`config.mk`:
```
export PLATFORM = sky130hd
export DESIGN_NAME = position_frame_parser_flat
export DESIGN_NICKNAME = d
export VERILOG_FILES = /design/src/hdl/pfp_pkg.sv /design/src/hdl/pfp_rx_if.sv /design/src/hdl/pfp_frame_if.sv /design/src/hdl/pfp_queue.sv /design/src/hdl/pfp_front.sv /design/src/hdl/pfp_back.sv /design/src/hdl/position_frame_parser.sv /design/src/flat_wrapper.sv
export VERILOG_INCLUDE_DIRS = /design/src /design/src/hdl
export SDC_FILE = /design/constraint.sdc
export NUM_CORES = 1
export LEC_CHECK = 0
export BUFFER_PORTS_ARGS = -buffer_cell sky130_fd_sc_hd__buf_2
export CORE_MARGIN = 10
export CORE_UTILIZATION = 35
export CTS_CLUSTER_SIZE = 28
export DETAILED_ROUTE_END_ITERATION = 8
export PLACE_DENSITY = 0.58
export SETUP_SLACK_MARGIN = 0.02
export SLEW_MARGIN = 30
export SYNTH_ARGS = -nofsm -noshare
export SYNTH_HDL_FRONTEND = slang
export SYNTH_HIERARCHICAL = 1
export SYNTH_SLANG_ARGS = --single-unit
```
`constraint.sdc`:
```
create_clock -name clk -period 15.7 [get_ports clk]
set_input_delay 0.785 -clock clk [delete_from_list [all_inputs] [get_ports clk]]
set_output_delay 0.785 -clock clk [all_outputs]
set_load 0.02 [all_outputs]
```
`src/hdl/position_frame_parser_defines.svh`:
```
// assertion helpers shared by the parser modules
`ifndef POSITION_FRAME_PARSER_DEFINES_SVH
`define POSITION_FRAME_PARSER_DEFINES_SVH

// property that must hold at every clock edge outside reset
`define PFP_ASSERT(label, prop, msg) \
  label: assert property (@(posedge clk) disable iff (rst) (prop)) else $error(msg);

// consequence that must hold in the cycle after the antecedent
`define PFP_ASSERT_NEXT(label, ante, cons, msg) \
  label: assert property (@(posedge clk) disable iff (rst) (ante) |=> (cons)) else $error(msg);

`endif

```
`src/hdl/pfp_pkg.sv`:
```
`timescale 1ns / 1ps
package pfp_pkg;

  localparam int WIN_LEN = 16;
  localparam int FILL_W = 5;
  localparam int SYNC_LEN = 8;

  localparam logic [8*SYNC_LEN-1:0] SYNC_TEXT = 64'h414C_4C52_4541_4459;
  localparam logic [7:0] CLUTCH_MARK = 8'd101;
  localparam logic [7:0] POS_MARK = 8'd97;

  typedef enum logic [1:0] {
    KIND_SYNC     = 2'd0,
    KIND_CLUTCH   = 2'd1,
    KIND_POSITION = 2'd2
  } frame_kind_t;

  typedef logic [WIN_LEN-1:0][7:0] window_t;

  typedef struct packed {
    frame_kind_t kind;
    window_t     win;
  } frame_entry_t;

  typedef struct packed {
    logic         valid;
    frame_entry_t entry;
  } queue_item_t;

endpackage

```
`src/hdl/pfp_rx_if.sv`:
```
`timescale 1ns / 1ps
interface pfp_rx_if;
  logic       valid;
  logic       ready;
  logic [7:0] rx_byte;

  modport source (output valid, output rx_byte, input ready);
  modport sink (input valid, input rx_byte, output ready);
endinterface

```
`src/hdl/pfp_frame_if.sv`:
```
`timescale 1ns / 1ps
interface pfp_frame_if;
  logic               valid;
  logic               ready;
  logic [1:0]         frame_kind;
  logic               clutch_on;
  logic signed [23:0] master_translation;
  logic signed [23:0] master_twist;
  logic signed [23:0] slave_translation;
  logic signed [23:0] slave_twist;

  modport source (
    output valid, output frame_kind, output clutch_on,
    output master_translation, output master_twist,
    output slave_translation, output slave_twist,
    input ready
  );
  modport sink (
    input valid, input frame_kind, input clutch_on,
    input master_translation, input master_twist,
    input slave_translation, input slave_twist,
    output ready
  );
endinterface

```
`src/hdl/pfp_queue.sv`:
```
`timescale 1ns / 1ps
`include "position_frame_parser_defines.svh"
module pfp_queue (
  input  logic                clk,
  input  logic                rst,
  input  pfp_pkg::queue_item_t push,
  output logic                full,
  output pfp_pkg::queue_item_t head,
  input  logic                pop
);
  import pfp_pkg::*;

  frame_entry_t slots [2];
  logic [1:0]   count;
  logic         wr_ptr;
  logic         rd_ptr;
  logic         do_push;
  logic         do_pop;

  assign full = (count == 2'd2);
  assign do_push = push.valid && !full;
  assign do_pop = pop && (count != 2'd0);
  assign head.valid = (count != 2'd0);
  assign head.entry = slots[rd_ptr];

  always_ff @(posedge clk) begin
    if (do_push) begin
      slots[wr_ptr] <= push.entry;
    end
  end

  always_ff @(posedge clk) begin
    if (rst) begin
      count <= 2'd0;
      wr_ptr <= 1'b0;
      rd_ptr <= 1'b0;
    end else begin
      if (do_push) begin
        wr_ptr <= ~wr_ptr;
      end
      if (do_pop) begin
        rd_ptr <= ~rd_ptr;
      end
      case ({do_push, do_pop})
        2'b10:   count <= count + 2'd1;
        2'b01:   count <= count - 2'd1;
        default: count <= count;
      endcase
    end
  end

  `PFP_ASSERT(a_no_overflow, !(push.valid && full), "frame pushed into a full queue")
  `PFP_ASSERT(a_count_range, count <= 2'd2, "queue count out of range")
  `PFP_ASSERT_NEXT(a_push_seen, do_push && !do_pop, head.valid, "pushed frame not visible")
endmodule

```
`src/hdl/pfp_front.sv`:
```
`timescale 1ns / 1ps
`include "position_frame_parser_defines.svh"
module pfp_front (
  input  logic                 clk,
  input  logic                 rst,
  pfp_rx_if.sink               rx,
  output pfp_pkg::queue_item_t push,
  input  logic                 full
);
  import pfp_pkg::*;

  window_t           win;
  window_t           win_next;
  logic [FILL_W-1:0] fill;
  logic [FILL_W-1:0] fill_inc;
  logic              accept;
  logic              win_full;
  logic              is_sync;
  logic              is_clutch;
  logic              is_pos;
  frame_kind_t       kind;

  assign rx.ready = !full;
  assign accept = rx.valid && rx.ready;

  always_comb begin
    for (int i = 0; i < WIN_LEN - 1; i++) begin
      win_next[i] = win[i+1];
    end
    win_next[WIN_LEN-1] = rx.rx_byte;
  end

  assign fill_inc = (fill == FILL_W'(WIN_LEN)) ? fill : fill + FILL_W'(1);
  assign win_full = (fill_inc == FILL_W'(WIN_LEN));

  always_comb begin
    is_sync = 1'b1;
    for (int i = 0; i < SYNC_LEN; i++) begin
      if (win_next[i] != SYNC_TEXT[8*(SYNC_LEN-1-i) +: 8]) begin
        is_sync = 1'b0;
      end
    end
  end

  assign is_clutch = (win_next[0] == CLUTCH_MARK) &&
                     (win_next[4] == CLUTCH_MARK + 8'd1) &&
                     (win_next[8] == CLUTCH_MARK + 8'd2) &&
                     (win_next[12] == CLUTCH_MARK + 8'd3);
  assign is_pos = (win_next[0] == POS_MARK) &&
                  (win_next[4] == POS_MARK + 8'd1) &&
                  (win_next[8] == POS_MARK + 8'd2) &&
                  (win_next[12] == POS_MARK + 8'd3);

  always_comb begin
    if (is_sync) begin
      kind = KIND_SYNC;
    end else if (is_clutch) begin
      kind = KIND_CLUTCH;
    end else begin
      kind = KIND_POSITION;
    end
  end

  assign push.valid = accept && win_full && (is_sync || is_clutch || is_pos);
  assign push.entry.kind = kind;
  assign push.entry.win = win_next;

  always_ff @(posedge clk) begin
    if (accept) begin
      win <= win_next;
    end
  end

  always_ff @(posedge clk) begin
    if (rst) begin
      fill <= '0;
    end else if (accept) begin
      fill <= push.valid ? '0 : fill_inc;
    end
  end

  `PFP_ASSERT_NEXT(a_fill_cleared, push.valid, fill == '0, "window not emptied after a frame")
  `PFP_ASSERT(a_push_needs_full, !push.valid || win_full, "frame reported on a partial window")
endmodule

```
`src/hdl/pfp_back.sv`:
```
`timescale 1ns / 1ps
`include "position_frame_parser_defines.svh"
module pfp_back (
  input  logic                 clk,
  input  logic                 rst,
  input  pfp_pkg::queue_item_t head,
  output logic                 pop,
  pfp_frame_if.source          frame
);
  import pfp_pkg::*;

  logic out_valid;
  logic is_clutch;
  logic is_pos;

  assign pop = head.valid && (!out_valid || frame.ready);
  assign frame.valid = out_valid;
  assign is_clutch = (head.entry.kind == KIND_CLUTCH);
  assign is_pos = (head.entry.kind == KIND_POSITION);

  always_ff @(posedge clk) begin
    if (rst) begin
      out_valid <= 1'b0;
    end else if (pop) begin
      out_valid <= 1'b1;
    end else if (frame.ready) begin
      out_valid <= 1'b0;
    end
  end

  // in a position frame, big-endian 24-bit counts follow each marker
  always_ff @(posedge clk) begin
    if (pop) begin
      frame.frame_kind <= head.entry.kind;
      frame.clutch_on <= is_clutch && (head.entry.win[1] != 8'd0);
      frame.master_translation <= is_pos ?
        {head.entry.win[1], head.entry.win[2], head.entry.win[3]} : 24'sd0;
      frame.master_twist <= is_pos ?
        {head.entry.win[5], head.entry.win[6], head.entry.win[7]} : 24'sd0;
      frame.slave_translation <= is_pos ?
        {head.entry.win[9], head.entry.win[10], head.entry.win[11]} : 24'sd0;
      frame.slave_twist <= is_pos ?
        {head.entry.win[13], head.entry.win[14], head.entry.win[15]} : 24'sd0;
    end
  end

  `PFP_ASSERT_NEXT(a_pop_loads, pop, out_valid, "popped frame not presented")
  `PFP_ASSERT(a_pop_has_data, !pop || head.valid, "pop from an empty queue")
endmodule

```
`src/hdl/position_frame_parser.sv`:
```
`timescale 1ns / 1ps
// a finished frame is pushed into the queue, then popped into the output register
// throughput: one byte per cycle while the queue is not full; a two-entry queue between
// classifier and output register lets the byte side keep running while a finished frame waits
// reset: clears the window fill count, the queue and the output valid; window bytes keep value
module position_frame_parser (
  input  logic        clk,
  input  logic        rst,
  pfp_rx_if.sink      rx,
  pfp_frame_if.source frame
);
  import pfp_pkg::*;

  queue_item_t push;
  queue_item_t head;
  logic        full;
  logic        pop;

  pfp_front u_front (
    .clk  (clk),
    .rst  (rst),
    .rx   (rx),
    .push (push),
    .full (full)
  );

  pfp_queue u_queue (
    .clk  (clk),
    .rst  (rst),
    .push (push),
    .full (full),
    .head (head),
    .pop  (pop)
  );

  pfp_back u_back (
    .clk   (clk),
    .rst   (rst),
    .head  (head),
    .pop   (pop),
    .frame (frame)
  );
endmodule

```
`src/flat_wrapper.sv`:
```
// flat-port wrapper written by rule: the top's interface ports become plain ports
module position_frame_parser_flat import pfp_pkg::*;
  (clk, rst, rx_valid, rx_rx_byte, rx_ready, frame_valid, frame_frame_kind, frame_clutch_on, frame_master_translation, frame_master_twist, frame_slave_translation, frame_slave_twist, frame_ready);
  pfp_rx_if rx_i ();
  pfp_frame_if frame_i ();
  input  logic clk;
  input  logic rst;
  input wire logic [$bits(rx_i.valid)-1:0] rx_valid;
  input wire logic [$bits(rx_i.rx_byte)-1:0] rx_rx_byte;
  output wire logic [$bits(rx_i.ready)-1:0] rx_ready;
  output wire logic [$bits(frame_i.valid)-1:0] frame_valid;
  output wire logic [$bits(frame_i.frame_kind)-1:0] frame_frame_kind;
  output wire logic [$bits(frame_i.clutch_on)-1:0] frame_clutch_on;
  output wire logic [$bits(frame_i.master_translation)-1:0] frame_master_translation;
  output wire logic [$bits(frame_i.master_twist)-1:0] frame_master_twist;
  output wire logic [$bits(frame_i.slave_translation)-1:0] frame_slave_translation;
  output wire logic [$bits(frame_i.slave_twist)-1:0] frame_slave_twist;
  input wire logic [$bits(frame_i.ready)-1:0] frame_ready;
  assign rx_i.valid = rx_valid;
  assign rx_i.rx_byte = rx_rx_byte;
  assign rx_ready = rx_i.ready;
  assign frame_valid = frame_i.valid;
  assign frame_frame_kind = frame_i.frame_kind;
  assign frame_clutch_on = frame_i.clutch_on;
  assign frame_master_translation = frame_i.master_translation;
  assign frame_master_twist = frame_i.master_twist;
  assign frame_slave_translation = frame_i.slave_translation;
  assign frame_slave_twist = frame_i.slave_twist;
  assign frame_i.ready = frame_ready;
  position_frame_parser u_core (.clk(clk), .rst(rst), .rx(rx_i), .frame(frame_i));
endmodule
```
==> metrics.md, run 1 <==
| Metric | Value |
|---|---|
| P_leak | `6.01 nW` |
| Overall routing resource usage | `0.109` |
| H-tree depth | `2` |
| Hold Path Class | `reg -> reg` |
| Initial DRC count | `487` |
| DR pass1 iterations | `4` |
| Fill cells | `3955` |
| Syn Inst Count | `778` |
| Total CTS buffers | `44` |
| Worst Skew | `0.0200 ns` |
| Drt wl/cell | `19.0 um` |
| Die Outline Area | `0.0532 mm^2` |
| Post-DP Area | `0.0166 mm^2` |
| Via count | `7017` |
| WP data required | `15.88 ns` |
| Sw Ratio | `0.194` |
| Worst-path clk slew | `0.06 ns` |
| Post-route cell area | `0.0182 mm^2` |
| Max Clock Freq | `248 MHz` |
| Gate power share | `0.007` |
| Final setup viols | `0` |
| Vias in the first global route | `7402` |
| # nets final | `926` |
| Initial antenna violation count | `2` |
| Area Overhead vs Synth | `17.0%` |
| Max stage delay on crit path | `0.65 ns` |
| Antenna cell count | `0` |
| Post-cts gate resize count | `0` |
| Crit path capture type | `flop` |
| Reg-to-reg setup timing slack | `11.66 ns` |
| Critical path class | `reg -> reg` |
| Tmin final | `4.04 ns` |
| Synth warn | `6` |
| Clock group share of total power | `0.445` |
| Port Buf Inserts | `112` |
| Arrival @ worst endpoint | `4.22 ns` |
| Placement row count | `77` |
| Clk_lat worst skew | `0.56 ns` |
| NetSw | `0.455 mW` |
| Final Hold Viols | `0` |
| Top Family by Delay on Critical Path | `simple AND/OR/NAND/NOR gates` |
| Worst-path cell with the longest stage delay | `buf_6` |
| CTS Hold Bufs | `0` |
| Pint | `1.89 mW` |
| Core ar. | `0.0440 mm^2` |
| HPWL Detailed | `17400 um` |
| Startpoint Class | `flop` |
| Clock sink count | `426` |
| Setup Fix Bufs, Post-CTS | `0` |
| Initial core utilization | `0.352` |
| Worst slew margin | `0.468` |
| I/O pins | `113` |
| TNS Setup | `0 ns` |
| Total grt overflow | `0` |
| First-pass GRT wire length | `45100 um` |
| Final Max Slew Viols | `0` |
| Max FO, Critical Path | `73` |
| Die Width | `231 um` |
| Flop pwr share | `0.548` |
| Status | `completed` |
| CP cell instances | `nor4bb_1 -> nand4_1 -> nor4_1 -> nand2_1 -> a2111oi_4 -> inv_1 -> or3_1 -> inv_4 -> buf_6` |
| Antenna Nets Post-Route | `0` |
| RSZ-0062 raised after global routing | `no` |
| Worst-Margin Slew | `0.798 ns` |
| Placer congestion estimate | `0.799` |
| Post-Syn Nets | `793` |
| Final wirelength | `29200 um` |
| Crit path buf inv count | `3` |
| Layout cells sized above 1 | `0.319` |
| Max-cap violations | `0` |
| Post-DR vias/cell | `4.56` |
| Deepest clock path buffer count | `3` |
| Pin count of the biggest net entering global routing | `81` |
| DRC viols | `0` |
| Die H | `231 um` |
| Worst VDD drop | `0.0873 mV` |
| CTS root buf | `clkbuf_16` |
| CTS tree | `done` |
| Syn Area/Cell | `19.9 um^2` |
| Netlist Area Pre-Place | `0.0155 mm^2` |
| Power per cell area | `129 mW/mm^2` |
| Tcrit/Tclk final | `0.257` |
routing by layer:
layer | vias up | track usage | part of all wire | routed length (um)
met2 | 171 | 0.169 | 0.47 | 13600
met1 | 3547 | 0.143 | 0.45 | 13200
met5 | - | 0 | 0 | 0
li1 | 3255 | - | - | -
met4 | 0 | 0.0343 | 0.020 | 580
met3 | 44 | 0.0336 | 0.061 | 1790
metrics by stage:
step                      total power, mW   util  hold slack [ns]  instances  worst slack (ns)
after floorplan                      1.31      -            0.417        778             10.96
after global placement               1.33  0.378            0.421       1456             11.42
after detailed placement             1.33  0.378            0.431       1456             11.66
after CTS                            2.38  0.412            0.404       1538             11.64
after global routing                 2.43  0.412            0.413       1539             11.45
final                                2.34  0.412            0.433       1539             11.66
power by group through the flow:
stage / clock [mW] / combinational [mW] / sequential (mW)
2_1_floorplan: 0 / 0.0123 / 1.30
3_3_place_gp: 0 / 0.0171 / 1.31
3_5_place_dp: 0 / 0.0177 / 1.31
4_1_cts: 1.08 / 0.0177 / 1.29
5_1_grt: 1.12 / 0.0189 / 1.29
6_report: 1.04 / 0.0173 / 1.28
sequential cells by signal, indices dropped and copies added (netlist names), named ones only:
| register | count |
|---|---|
| u_core/u_queue/slots | 196 |
| u_core/u_front/push | 120 |
| u_core/u_back/frame.master_translation | 24 |
| u_core/u_back/frame.master_twist | 24 |
| u_core/u_back/frame.slave_translation | 24 |
| u_core/u_back/frame.slave_twist | 24 |
| u_core/u_front/fill | 5 |
| u_core/u_back/frame.frame_kind | 2 |
| u_core/u_queue/count | 2 |
| u_core/u_back/frame.clutch_on | 1 |
| u_core/u_back/frame.valid | 1 |
| u_core/u_queue/rd_ptr | 1 |
| u_core/u_queue/wr_ptr | 1 |
area by class of cell:
class | instances | area [um^2] | share of cell area
Sequential cell | 426 | 12700 | 0.699
Multi-Input combinational cell | 310 | 2570 | 0.141
Clock buffer | 49 | 1160 | 0.0640
Tap cell | 592 | 741 | 0.0408
Timing Repair Buffer | 119 | 644 | 0.0355
Clock inverter | 33 | 309 | 0.0170
Inverter | 10 | 42.5 | 0.00234
cell usage in the layout (no fill, tap or decap), types with 6 or more instances in the layout:
cell type and count:
nor4_1 7, clkinv_2 14, nand2_1 8, clkbuf_16 46
inv_1 7, nor4bb_1 8, buf_2 112, dfxtp_1 10
and2_1 97, edfxtp_1 415, a21oi_1 9, mux2_2 98
nor2_1 7, nand4_1 7, clkinv_1 8, nor4b_1 14
nand2b_1 6
path summary, 6_finish.rpt:
path,to,startpoint,cells past startpoint
hold reg to reg,u_core/u_front/push[92],u_core/u_front/push[100],0
hold / removal,u_core/u_front/push[92],u_core/u_front/push[100],0
setup / recovery,u_core/u_queue/slots[0][114],u_core/u_front/push[55],9
setup reg to reg,u_core/u_queue/slots[0][114],u_core/u_front/push[55],9
(Power assumes the default switching activity.)
==> run 2: changes to the inputs <==
Clock period 15.7 ns to 3.9 ns, I/O delays scaled along.
==> metrics.md, run 2 (same netlist as run 1, synthesis figures left out) <==
| Metric | Value |
|---|---|
| Final Max Slew Viols | `0 (unchanged)` |
| Max stage delay on crit path | `0.54 ns (was 0.65 ns)` |
| TNS Setup | `0 ns (unchanged)` |
| Clock sink count | `426 (unchanged)` |
| Overall routing resource usage | `0.110 (was 0.109)` |
| Pint | `7.38 mW (was 1.89 mW)` |
| Most frequent cells in the layout | `edfxtp_1, buf_2, mux2_2 (unchanged)` |
| RSZ-0062 raised after global routing | `no (unchanged)` |
| Worst slew margin | `0.551 (was 0.468)` |
| CTS tree | `done (unchanged)` |
| Post-DR vias/cell | `4.56 (about the same)` |
| Worst-path clk slew | `0.06 ns (about the same)` |
| Worst-Margin Slew | `0.674 ns (was 0.798 ns)` |
| Total CTS buffers | `44 (unchanged)` |
| Post-Route M1 WL | `13100 um (was 13200 um)` |
| Max-cap violations | `0 (unchanged)` |
| CTS Hold Bufs | `11 (was 0)` |
| Pin count of the biggest net entering global routing | `121 (was 81)` |
| Critical path class | `reg -> reg (unchanged)` |
| Post-route cell area | `0.0182 mm^2 (about the same)` |
| Sw Ratio | `0.193 (was 0.194)` |
| Status | `completed (unchanged)` |
| CP cell instances | `or4b_1 -> nor4_2 -> nand3_1 -> or2_1 -> a2111oi_4 -> inv_1 -> or3_1 -> clkinvlp_4 -> buf_12 (was nor4bb_1 -> nand4_1 -> nor4_1 -> nand2_1 -> a2111oi_4 -> inv_1 -> or3_1 -> inv_4 -> buf_6)` |
| Flop pwr share | `0.565 (was 0.548)` |
| Routed met2 length | `14000 um (was 13600 um)` |
| Via count | `7085 (was 7017)` |
| Crit path buf inv count | `3 (unchanged)` |
| Area Overhead vs Synth | `17.3% (was 17.0%)` |
| Max FO, Critical Path | `80 (was 73)` |
| Initial antenna violation count | `1 (was 2)` |
| Commonest non-fill, non-tap cell in the layout | `edfxtp_1 (unchanged)` |
| Startpoint Class | `flop (unchanged)` |
| H-tree depth | `2 (unchanged)` |
| Drt wl/cell | `18.9 um (was 19.0 um)` |
| Max Used Layer | `met4 (unchanged)` |
| Placement row count | `77 (unchanged)` |
| First-pass GRT wire length | `45800 um (was 45100 um)` |
| Placed cells | `1465 (was 1456)` |
| Placer congestion estimate | `0.766 (was 0.799)` |
| Gate power share | `0.009 (was 0.007)` |
| Die H | `231 um (unchanged)` |
| Clock group share of total power | `0.426 (was 0.445)` |
| Die Width | `231 um (unchanged)` |
| # nets final | `945 (was 926)` |
| HPWL Detailed | `18100 um (was 17400 um)` |
| Die Outline Area | `0.0532 mm^2 (unchanged)` |
| Worst Skew | `0.0119 ns (was 0.0200 ns)` |
| Worst-path cell with the longest stage delay | `or4b_1 (was buf_6)` |
| Port Buf Inserts | `112 (unchanged)` |
| WP data required | `4.07 ns (was 15.88 ns)` |
| Power per cell area | `503 mW/mm^2 (was 129 mW/mm^2)` |
| Routed wl met3 | `1590 um (was 1790 um)` |
| Final Non-Filler Cells | `1555 (was 1539)` |
| Vias in the first global route | `7602 (was 7402)` |
| Antenna cell count | `0 (unchanged)` |
| NetSw | `1.77 mW (was 0.455 mW)` |
| Max reg flops | `196 (unchanged)` |
| I/O pins | `113 (unchanged)` |
| Tmin final | `3.59 ns (was 4.04 ns)` |
| Crit path capture type | `flop (unchanged)` |
| Layout cells sized above 1 | `0.308 (was 0.319)` |
| Final Hold Viols | `0 (unchanged)` |
| Antenna Nets Post-Route | `0 (unchanged)` |
| DR pass1 iterations | `4 (unchanged)` |
| Initial core utilization | `0.352 (unchanged)` |
| DRC viols | `0 (unchanged)` |
| Arrival @ worst endpoint | `3.76 ns (was 4.22 ns)` |
| Hold Path Class | `in -> reg (was reg -> reg)` |
| Total grt overflow | `0 (unchanged)` |
| Setup Fix Bufs, Post-CTS | `0 (unchanged)` |
| Post-DP Area | `0.0168 mm^2 (was 0.0166 mm^2)` |
| Max Clock Freq | `279 MHz (was 248 MHz)` |
| Initial DRC count | `546 (was 487)` |
| Deepest clock path buffer count | `3 (unchanged)` |
| P_leak | `6.00 nW (was 6.01 nW)` |
| Final core utilization | `0.413 (was 0.412)` |
| Worst VDD drop | `0.321 mV (was 0.0873 mV)` |
| Reg with most FFs | `u_core/u_queue/slots (unchanged)` |
| CTS root buf | `clkbuf_16 (unchanged)` |
| Clk_lat worst skew | `0.55 ns (was 0.56 ns)` |
| Final wirelength | `29400 um (was 29200 um)` |
| Top Family by Delay on Critical Path | `simple AND/OR/NAND/NOR gates (unchanged)` |
| Final setup viols | `0 (unchanged)` |
| Post-cts gate resize count | `0 (unchanged)` |
| Tcrit/Tclk final | `0.920 (was 0.257)` |
| Core ar. | `0.0440 mm^2 (unchanged)` |
## run 2: cell type report
cell class / instances / area [um^2]
fill: 3958 / 25800
sequential: 426 / 12700
multi-input combinational: 310 / 2570
clock buffer: 59 / 1180
timing repair buffer: 138 / 833
tap: 592 / 741
clock inverter: 20 / 153
inverter: 10 / 45.0
## run 2: power groups by stage
stage | logic [mW] | clock network, mW | registers [mW]
6_report | 0.0798 | 3.90 | 5.17
5_1_grt | 0.0887 | 4.21 | 5.18
4_1_cts | 0.0818 | 4.04 | 5.17
3_5_place_dp | 0.0740 | 0 | 5.27
3_3_place_gp | 0.0723 | 0 | 5.26
2_1_floorplan | 0.0499 | 0 | 5.23
## run 2: metrics by stage
step | hold WS [ns] | setup WS (ns) | total power [mW]
after floorplan | 0.264 | 0.146 | 5.28
after global placement | 0.400 | 0.397 | 5.34
after detailed placement | 0.403 | 0.339 | 5.34
after CTS | 0.189 | 0.316 | 9.29
after global routing | 0.244 | 0.121 | 9.48
final | 0.192 | 0.313 | 9.15
## run 2: path summary, 6_finish.rpt
path                                 start  cells past startpoint  slack [ns]                      endpoint
setup reg to reg   u_core/u_front/push[67]                      9        0.31  u_core/u_queue/slots[0][127]
setup / recovery   u_core/u_front/push[67]                      9        0.31  u_core/u_queue/slots[0][127]
hold / removal                    rx_valid                      4        0.19        u_core/u_front/fill[1]
hold reg to reg   u_core/u_front/push[100]                      0        0.44       u_core/u_front/push[92]
## run 2: worst reg2reg max path, stage by stage (launching register included)
cell and delay (ns):
edfxtp_1 0.40, or4b_1 0.54, nor4_2 0.33, nand3_1 0.15, or2_1 0.28, a2111oi_4 0.41, inv_1 0.09, or3_1 0.41
clkinvlp_4 0.12, buf_12 0.31
## run 2: metal layers
layer | vias to the layer above | global-route usage
met2 | 190 | 0.175
met1 | 3547 | 0.145
li1 | 3301 | -
met4 | 0 | 0.0380
met3 | 47 | 0.0269
met5 | - | 0
==> run 3: changes to the inputs <==
Settings changed: BUFFER_PORTS_ARGS -buffer_cell sky130_fd_sc_hd__buf_2 to -buffer_cell sky130_fd_sc_hd__buf_4.
==> metrics.md, run 3 (same netlist as run 1, synthesis figures left out) <==
| Metric | Value |
|---|---|
| Max-cap violations | `0 (unchanged)` |
| Layout cells sized above 1 | `0.315 (was 0.308)` |
| Total grt overflow | `0 (unchanged)` |
| Reg-to-reg setup timing slack | `0.28 ns (was 0.31 ns)` |
| HPWL Detailed | `17800 um (was 18100 um)` |
| Initial antenna violation count | `1 (unchanged)` |
| Antenna Nets Post-Route | `0 (unchanged)` |
| Top Family by Delay on Critical Path | `simple AND/OR/NAND/NOR gates (unchanged)` |
| Deepest clock path buffer count | `3 (unchanged)` |
| Critical path class | `reg -> reg (unchanged)` |
| Hold Path Class | `in -> reg (unchanged)` |
| Final wirelength | `29100 um (was 29400 um)` |
| Reg2reg end | `u_core/u_queue/slots[0][50] (was u_core/u_queue/slots[0][127])` |
| Flop pwr share | `0.566 (was 0.565)` |
| Startpoint Class | `flop (unchanged)` |
| Status | `completed (unchanged)` |
| Worst-path cell with the longest stage delay | `nor4b_1 (was or4b_1)` |
| Critical Path Stages | `9 (unchanged)` |
| FF+latch area | `0.0127 mm^2 (unchanged)` |
| Via count | `7098 (was 7085)` |
| Tmin final | `3.62 ns (was 3.59 ns)` |
| Post-DP Area | `0.0170 mm^2 (was 0.0168 mm^2)` |
| Clk_lat worst skew | `0.56 ns (was 0.55 ns)` |
| Area Overhead vs Synth | `18.9% (was 17.3%)` |
| DR pass1 iterations | `4 (unchanged)` |
| Overall routing resource usage | `0.109 (was 0.110)` |
| Post-route cell area | `0.0185 mm^2 (was 0.0182 mm^2)` |
| NetSw | `1.81 mW (was 1.77 mW)` |
| DRC viols | `0 (unchanged)` |
| Reg with most FFs | `u_core/u_queue/slots (unchanged)` |
| P_leak | `6.09 nW (was 6.00 nW)` |
| RSZ-0062 raised after global routing | `no (unchanged)` |
| Most frequent cells in the layout | `edfxtp_1, buf_4, mux2_2 (was edfxtp_1, buf_2, mux2_2)` |
| Clock sink count | `426 (unchanged)` |
| Drt wl/cell | `18.8 um (was 18.9 um)` |
| Crit path capture type | `flop (unchanged)` |
| First-pass GRT wire length | `45400 um (was 45800 um)` |
| Post-cts gate resize count | `0 (unchanged)` |
| Port Buf Inserts | `112 (unchanged)` |
| Arrival @ worst endpoint | `3.81 ns (was 3.76 ns)` |
| I/O pins | `113 (unchanged)` |
| Dpl ws | `0.352 ns (was 0.339 ns)` |
| Fill cells | `3904 (was 3958)` |
| Max stage delay on crit path | `0.49 ns (was 0.54 ns)` |
| Die H | `231 um (unchanged)` |
| R2R cell count | `9 (unchanged)` |
| Vias in the first global route | `7395 (was 7602)` |
| Max Clock Freq | `276 MHz (was 279 MHz)` |
| Placer congestion estimate | `0.742 (was 0.766)` |
| Post-DR vias/cell | `4.58 (was 4.56)` |
| TNS Setup | `0 ns (unchanged)` |
| Final setup viols | `0 (unchanged)` |
| Post-route setup slack | `0.283 ns (was 0.313 ns)` |
| Placement row count | `77 (unchanged)` |
| Initial DRC count | `506 (was 546)` |
| Max FO, Critical Path | `65 (was 80)` |
| Worst VDD drop | `0.273 mV (was 0.321 mV)` |
| Pin count of the biggest net entering global routing | `99 (was 121)` |
| Worst Skew | `0.0246 ns (was 0.0119 ns)` |
| Final Max Slew Viols | `0 (unchanged)` |
| Sw Ratio | `0.198 (was 0.193)` |
| H-tree depth | `2 (unchanged)` |
| Footprint of the multi-input gates | `0.00257 mm^2 (unchanged)` |
| Final Hold Viols | `0 (unchanged)` |
| WP data required | `4.09 ns (was 4.07 ns)` |
| Worst r2r src | `u_core/u_front/push[21] (was u_core/u_front/push[67])` |
| Power per cell area | `495 mW/mm^2 (was 503 mW/mm^2)` |
| Antenna cell count | `0 (unchanged)` |
| Worst-path clk slew | `0.06 ns (about the same)` |
| # nets final | `943 (was 945)` |
| Worst setup endpoint | `u_core/u_queue/slots[0][50] (was u_core/u_queue/slots[0][127])` |
| Gate power share | `0.009 (about the same)` |
| Crit path buf inv count | `3 (unchanged)` |
| Worst slew margin | `0.531 (was 0.551)` |
| CTS tree | `done (unchanged)` |
| Worst-Margin Slew | `0.703 ns (was 0.674 ns)` |
| Initial core utilization | `0.352 (unchanged)` |
| Die Width | `231 um (unchanged)` |
| Die Outline Area | `0.0532 mm^2 (unchanged)` |
| Pint | `7.33 mW (was 7.38 mW)` |
| Critical Path Start | `u_core/u_front/push[21] (was u_core/u_front/push[67])` |
| CTS root buf | `clkbuf_16 (unchanged)` |
| CP cell instances | `nor4b_1 -> nand4_1 -> nor4_1 -> nand2_1 -> a2111oi_4 -> inv_1 -> or3_1 -> clkinvlp_4 -> buf_12 (was or4b_1 -> nor4_2 -> nand3_1 -> or2_1 -> a2111oi_4 -> inv_1 -> or3_1 -> clkinvlp_4 -> buf_12)` |
| Total CTS buffers | `44 (unchanged)` |
| Core ar. | `0.0440 mm^2 (unchanged)` |
| Tcrit/Tclk final | `0.927 (was 0.920)` |
| Clock group share of total power | `0.425 (was 0.426)` |
| Max reg flops | `196 (unchanged)` |
| Commonest non-fill, non-tap cell in the layout | `edfxtp_1 (unchanged)` |
## run 3: changes by cell type in the layout (fill, tap and decap cells not counted), moves of 2 or more
cell,delta
buf_2,-112
buf_4,+112
clkbuf_1,-10
clkinv_1,+2
clkinv_2,+4
inv_6,+2
## run 3: routing by layer
| layer | vias up | global-route usage | share of wire |
|---|---|---|---|
| li1 | 3292 | - | - |
| met1 | 3595 | 0.147 | 0.46 |
| met2 | 164 | 0.170 | 0.47 |
| met3 | 47 | 0.0282 | 0.053 |
| met4 | 0 | 0.0341 | 0.021 |
| met5 | - | 0 | 0 |
## run 3: what timing repair did
| item | in CTS | in global routing |
|---|---|---|
| buffers inserted | 0 | 0 |
| hold endpoints to repair | 34 | 0 |
| hold buffers | 10 | 0 |
## run 3: metrics by stage
stage               cells  utilization  hold WS, ns  power (mW)
finish               1551        0.419        0.181        9.14
floorplan             778            -        0.264        5.28
CTS                  1551        0.419        0.156        9.27
global placement     1464        0.387        0.391        5.34
global route         1551        0.419        0.205        9.46
detailed placement   1464        0.387        0.393        5.34
## run 3: power groups by stage
stage / Clock (mW) / Sequential [mW] / Combinational [mW]
2_1_floorplan: 0 / 5.23 / 0.0499
5_1_grt: 4.18 / 5.18 / 0.0921
3_5_place_dp: 0 / 5.27 / 0.0770
4_1_cts: 4.01 / 5.17 / 0.0858
3_3_place_gp: 0 / 5.26 / 0.0757
6_report: 3.89 / 5.17 / 0.0842
## run 3: worst min-delay path, cell delays in order
cell,delay (ns)
buf_4,0.09
nand2b_1,0.21
nand2_1,0.13
a21oi_1,0.06
## run 3: final cells by class
type	count	share of cell area
timing repair buffer	136	0.0587
multi-input combinational	310	0.139
clock buffer	48	0.0605
tap	592	0.0401
sequential	426	0.687
clock inverter	29	0.0116
inverter	10	0.00244
## run 3: worst min path at each step
stage / to / slack (ns) / cells after the start / from
detailed placement: u_core/u_queue/slots[1][126] / 0.39 / 1 / rx_rx_byte[6]
global placement: u_core/u_queue/slots[1][121] / 0.39 / 1 / rx_rx_byte[1]
finish: u_core/u_front/fill[1] / 0.18 / 4 / rx_valid
CTS: u_core/u_front/fill[1] / 0.16 / 4 / rx_valid
global route: u_core/u_front/fill[1] / 0.20 / 4 / rx_valid
floorplan: u_core/u_back/frame.valid / 0.26 / 1 / rst
